### src/design/dllm_pkg.sv
// Shared types and constants for the circular doubly linked list manager.
// Holds the request and result structs, action codes, sequencer states and
// the link store's access structs. Depends on nothing.
`default_nettype none

package dllm_pkg;

  // NODES must be a power of two so that a node number wraps by truncation.
  localparam int NODES  = 256;
  localparam int NODE_W = $clog2(NODES);

  typedef logic [NODE_W-1:0] node_t;

  typedef enum logic [3:0] {
    ACT_INIT     = 4'd0,
    ACT_ADD      = 4'd1,
    ACT_ADD_TAIL = 4'd2,
    ACT_DEL      = 4'd3,
    ACT_REPLACE  = 4'd4,
    ACT_SWAP     = 4'd5,
    ACT_MOVE     = 4'd6,
    ACT_MOVE_TAIL = 4'd7,
    ACT_IS_FIRST = 4'd8,
    ACT_IS_LAST  = 4'd9,
    ACT_IS_HEAD  = 4'd10,
    ACT_IS_EMPTY = 4'd11
  } action_t;

  typedef struct packed {
    logic [3:0] action;
    logic [7:0] node_a;
    logic [7:0] node_b;
  } in_req_t;

  typedef struct packed {
    logic       answer;
    logic [7:0] next_of_a;
    logic [7:0] prev_of_a;
    logic       a_linked;
  } out_res_t;

  typedef enum logic [3:0] {
    S_IDLE,
    S_INIT,
    S_BR_RD,
    S_BR_WR,
    S_CLR,
    S_TP_RD1,
    S_TP_WR1,
    S_TP_RD2,
    S_TP_WR2,
    S_SP_RD,
    S_SP_WR1,
    S_SP_WR2,
    S_Q_RD,
    S_FIN_RD,
    S_DONE
  } state_t;

  // One access slot on the link store: a read of each link memory, a write
  // to each link memory, one update of the linked marks and one read of them.
  typedef struct packed {
    node_t next_ra;
    node_t prev_ra;
    logic  next_we;
    node_t next_wa;
    node_t next_wd;
    logic  prev_we;
    node_t prev_wa;
    node_t prev_wd;
    logic  mark_we;
    node_t mark_wa;
    logic  mark_wd;
    node_t mark_ra;
  } store_req_t;

  typedef struct packed {
    node_t next_q;
    node_t prev_q;
    logic  mark_q;
  } store_rsp_t;

  function automatic node_t node_of(input logic [7:0] v);
    return NODE_W'(v);
  endfunction

endpackage

`default_nettype wire

### src/design/dllm_store.sv
// Link store: next and previous link memories and the per-node linked marks,
// all read through a register; reset clears the marks.
// Depends on dllm_pkg.
`default_nettype none

module dllm_store (
  input  wire logic                clk,
  input  wire logic                rst_n,
  input  wire dllm_pkg::store_req_t req,
  output dllm_pkg::store_rsp_t     rsp
);

  dllm_pkg::node_t next_mem [dllm_pkg::NODES];
  dllm_pkg::node_t prev_mem [dllm_pkg::NODES];

  dllm_pkg::node_t             next_q_r;
  dllm_pkg::node_t             prev_q_r;
  logic [dllm_pkg::NODES-1:0]  mark_r;
  logic                        mark_q_r;

  always_ff @(posedge clk) begin
    if (req.next_we) begin
      next_mem[req.next_wa] <= req.next_wd;
    end
    next_q_r <= next_mem[req.next_ra];
  end

  always_ff @(posedge clk) begin
    if (req.prev_we) begin
      prev_mem[req.prev_wa] <= req.prev_wd;
    end
    prev_q_r <= prev_mem[req.prev_ra];
  end

  always_ff @(posedge clk) begin
    if (!rst_n) begin
      mark_r <= '0;
    end else if (req.mark_we) begin
      mark_r[req.mark_wa] <= req.mark_wd;
    end
    mark_q_r <= mark_r[req.mark_ra];
  end

  assign rsp.next_q = next_q_r;
  assign rsp.prev_q = prev_q_r;
  assign rsp.mark_q = mark_q_r;

endmodule

`default_nettype wire

### config.mk
export PLATFORM = sky130hd
export DESIGN_NAME = dllm_store
export DESIGN_NICKNAME = d
export VERILOG_FILES = /design/src/design/dllm_pkg.sv /design/src/design/dllm_store.sv
export SDC_FILE = /design/constraint.sdc
export NUM_CORES = 2
export LEC_CHECK = 0
export ABC_AREA = 0
export ABC_CLOCK_PERIOD_IN_PS = 4170
export BUFFER_PORTS_ARGS = -buffer_cell sky130_fd_sc_hd__clkbuf_2
export CORE_UTILIZATION = 39
export CTS_CLUSTER_SIZE = 28
export DETAILED_ROUTE_END_ITERATION = 7
export GPL_ROUTABILITY_DRIVEN = 0
export PLACE_DENSITY_LB_ADDON = 0.25
export SYNTH_ARGS = -nofsm -noshare
export SYNTH_HDL_FRONTEND = slang
export SYNTH_SLANG_ARGS = --single-unit
### constraint.sdc
create_clock -name clk -period 4.17 [get_ports clk]
set_input_delay 0.834 -clock clk [delete_from_list [all_inputs] [get_ports clk]]
set_output_delay 0.834 -clock clk [all_outputs]
set_load 0.05 [all_outputs]
# ---- After elaboration in Yosys (flattened, before gate mapping)
# Memories as Yosys holds them, arrays and structs flattened. A register that Yosys moved wholly into a read port is not among the register bits.
# Cells that the tools add are included.
dict set report classes {
  n_lt_le_gt_ge 3
  muxes 9
  reduce_logical 1
}
# operator count
set op_table {}
lappend op_table {{$bwmux 256} 1}
lappend op_table {{$lt 8x9->1 const B} 2}
lappend op_table {{$bmux 1 s8} 1}
lappend op_table {{$demux 1 s8} 1}
lappend op_table {{$ge 8x1->1 const B} 1}
lappend op_table {{$mux 1} 6}
lappend op_table {{$logic_and 1x1->1} 1}
dict set report word_totals {
  regBits 257
  ram_bits 4096
  input_bits 70
  output_inout_bits 17
  wordCells 17
  n_memories 2
}
# memory words word_bits read_ports rd_clocked_by_memory_dff write_ports line_no
set mem_list {}
lappend mem_list {next_mem 256 8 1 1 1 dllm_store.sv:13} ;# dllm_pkg::node_t next_mem [dllm_pkg::NODES];
lappend mem_list {prev_mem 256 8 1 1 1 dllm_store.sv:14} ;# dllm_pkg::node_t prev_mem [dllm_pkg::NODES];

# ---- Longest topological paths before layout
dict set report depth {
  depth_word 5
  mapped_depth 11
  depth_no_buf 7
}

# ---- Least setup slack after synthesis
# OpenSTA, ideal clock, no wires.
dict set report synth_timing {
  path_kind {input to register}
  from {input req[31] (netlist bit)}
  to {memory prev_mem[88][0] (netlist bit), enable pin}
  setup_ps 383
  arrival_ps 2632
  required_ps 3787
  setup_slack_ps 1155
  stages 5
  path_buffers 1
  cell_sequence {clkbuf_1 -> nor2b_1 -> nand3_1 -> or3b_2 -> nor3_1}
}
# element line_no
set synth_rtl {}
lappend synth_rtl {{start: declaration} dllm_store.sv:9} ;# input wire dllm_pkg::store_req_t req,
lappend synth_rtl {{end: declaration} dllm_store.sv:14}
# No word-level cell before the write port.

==> impl_metrics.json <==
{
  "status": "completed",
  "synth_cells": 8928,
  "p_per_area_nw_per_um2": 465,
  "core_area_sq_um": 442000,
  "clk_pin_slew_ns": 0.06,
  "max_stage_delay_ns": 0.94,
  "reg2reg_depth": 5,
  "critPathKind": "in2reg",
  "arrival_ns": 4.09,
  "p_leak_uw": 0.0622,
  "start_util_pct": 39.2,
  "r2r_slack_ns": 1.14,
  "die_h_um": 668,
  "finalSetupViolCount": 0,
  "post_cts_buffers": 0,
  "clock_sinks": 4369,
  "synth_edf_count": 4096,
  "regArea_sq_um": 128000,
  "hold_end": "prev_mem[7][7]",
  "drive_above_1_share_pct": 23.7,
  "dieArea_sq_um": 446000,
  "max_cap_violations": 0,
  "synth_nets": 8998,
  "antenna_found_initial": 21,
  "endpoint_kind": "flip-flop",
  "multiInputGateArea_sq_um": 40700,
  "antenna_left": 0,
  "critPathLaunchType": "input port",
  "h-tree-depth": 5,
  "num_vias": 91215,
  "finClkSkew_ns": 0.113,
  "synth_ff_type": "edfxtp_1",
  "relSlewSlack_pct": 16.9,
  "finalHoldViolCount": 0,
  "rows": 244,
  "clk_latency_ns": 0.99,
  "final_nets": 9603,
  "critPathMaxFanout": 15,
  "worstPathBufferInverterCount": 2,
  "hold_path_depth": 1,
  "async_reset_ff_share_pct": 0,
  "port_buffers": 86,
  "grt_pass1_wl_mm": 665,
  "routed_wl_mm": 463,
  "dp_hpwl_mm": 282,
  "grt_max_degree": 130,
  "hold_path_startpoint": "req[25]",
  "reg2reg_to": "next_q_r[6]",
  "syn_area_sq_um": 173000,
  "synth_seq_cells": 4369,
  "ys_warn_count": 0,
  "synthDistinctLibCells": 66,
  "min_period_ns": 3.27,
  "syn2layout_area_growth_pct": 14.1,
  "cts_tree": "done",
  "grt_overflow": 0,
  "drt_iter0_drc": 10467,
  "cts-root-buf": "clkbuf_16",
  "io_pins": 87,
  "drc": 0,
  "p_total_uw": 91900,
  "cts_buffer_depth": 4,
  "cts_resized": 0,
  "cts_made_buffers": 449,
  "firstDrtPassIters": 8,
  "ir_drop_mv": 0.412,
  "holdBufCountCts": 0,
  "period_share_pct": 78.3,
  "finalMaxSlewViolations": 0,
  "hp-class": "in2reg",
  "r2r-start": "next_mem[234][6]",
  "placed_cell_area_sq_um": 183000,
  "path_cells": "buf_8, buf_4, mux4_1, mux4_2, a311o_1, nor3_1, nor4_1",
  "yosysSeqAreaShare_pct": 74.2,
  "stdcell_area_sq_um": 197000,
  "critPathTopFamily": "multiplexers",
  "worst_slew_pin_slew_ns": 1.24,
  "fmax_mhz": 306,
  "grt_pass1_vias": 92716,
  "startpoint": "req[60]",
  "synth_area_per_cell_sq_um": 19.4,
  "die_w_um": 668,
  "worstPathRequired_ns": 5.00,
  "critPathSlowestCell": "nor3_1",
  "grt.total_usage_pct": 20.3,
  "nFillCells": 37455,
  "rsz0062_at_grt": "no",
  "post_drt_wl_per_cell_um": 29.2,
  "drt-vias-per-instance": 5.76
}
==> worst reg2reg max path, delay by kind of cell (launching register included) <==
kind / cells / cell delay, ns
mux: 2 / 1.06
simple gates: 2 / 1.07
flops: 1 / 0.36
compound gates: 1 / 0.37
==> layer usage <==
layer  track usage (%)  vias up  share of wire (%)
met5                 0        -             0.0052
li1                  -    38159                  -
met2              33.1     3764                 48
met4              5.75        2                2.8
met3              2.92      811                7.1
met1              28.5    48479                 42
==> power breakdown <==
group	internal [uW]	leakage [uW]	total (uW)	switching, uW
logic	1680	0.0162	4880	3200
clock network	22000	0.00695	38900	16900
registers	48000	0.0390	48100	85.7
==> layout make-up <==
| class | instances | share of cell area [%] |
|---|---|---|
| inverter | 8 | 0.0196 |
| tap | 5904 | 3.74 |
| clock inverter | 278 | 1.22 |
| timing repair buffer | 746 | 3.34 |
| clock buffer | 557 | 5.97 |
| multi-input combinational | 3959 | 20.6 |
| antenna | 15 | 0.0190 |
| sequential | 4369 | 65.1 |
==> kinds of logic after synthesis <==
kind of cell | Yosys count | share of synthesized area, %
buffers and inverters | 600 | 2.29
multiplexers | 1498 | 15.4
AND/OR/NAND/NOR | 1282 | 3.33
flip-flops | 4369 | 74.2
AO/OA/AOI/OAI | 1179 | 4.77
==> cells in the mapped netlist, types with 21 or more instances <==
cell type     n  area, sq um
edfxtp_1   4096       123000
nand3_1     312         1560
dfxtp_1     273         5470
nor2_1      569         2140
a21oi_1     121          606
a21boi_0    256         1920
buf_4        34          255
buf_12       60         1200
nand2b_1     21          131
nor2b_1      27          169
o21ai_0     277         1390
mux4_2      902        20300
buf_6        41          462
a22oi_1      26          195
nand2_1     143          537
nor4_1       46          288
o221ai_1    179         1570
nor3_1      113          566
o22ai_1     145          907
clkbuf_1    297         1110
a22o_1       24          210
mux2i_1     576         5770
buf_1        30          113
a221oi_1     42          368
buf_2       113          566
o221ai_2     29          435
==> registers in the layout, indices dropped and copies added (netlist names) <==
name,cells
next_mem,2048
prev_mem,2048
mark_r,256
next_q_r,8
prev_q_r,8
mark_q_r,1
==> cell usage in the layout, fill, tap and decap left out, types with 14 or more instances in the layout <==
master / n
buf_12: 79
buf_4: 587
clkbuf_2: 58
clkinv_2: 96
dfxtp_1: 273
o221ai_2: 29
a221oi_1: 42
nand2b_1: 19
o21ai_0: 277
mux2i_1: 576
nand3_1: 307
a21oi_1: 121
nand2_1: 141
mux4_1: 19
o31ai_1: 16
nor3_1: 108
nor2b_1: 27
clkinv_1: 113
clkbuf_16: 453
mux4_2: 902
a22o_1: 24
nor4_1: 42
diode_2: 15
bufinv_16: 32
edfxtp_1: 4096
o22ai_1: 145
nor2_1: 568
a21boi_0: 256
a211oi_1: 18
clkbuf_1: 97
o221ai_1: 179
clkbuf_8: 14
a22oi_1: 26
==> worst max path at each step <==
stage,endpoint,slack [ns],cells past startpoint
after global placement,next_q_r[6],-0.11,7
after CTS,next_q_r[6],0.96,7
final,next_q_r[6],0.90,7
after detailed placement,next_q_r[6],-0.09,7
after floorplan,prev_mem[88][0],1.15,5
after global routing,next_q_r[6],0.85,7
==> metrics by stage <==
step | std cells | setup TNS [ns] | hold slack (ns) | worst slack [ns] | utilization [%]
final | 15836 | 0 | 0.345 | 0.905 | 44.7
after global routing | 15827 | 0 | 0.349 | 0.854 | 44.7
after floorplan | 8928 | 0 | 0.454 | 1.15 | -
after detailed placement | 14986 | -0.0941 | 0.472 | -0.0941 | 41.5
after CTS | 15821 | 0 | 0.326 | 0.963 | 44.7
after global placement | 14986 | -0.152 | 0.462 | -0.110 | 41.5
No activity file was read; power rests on OpenSTA's default activity.
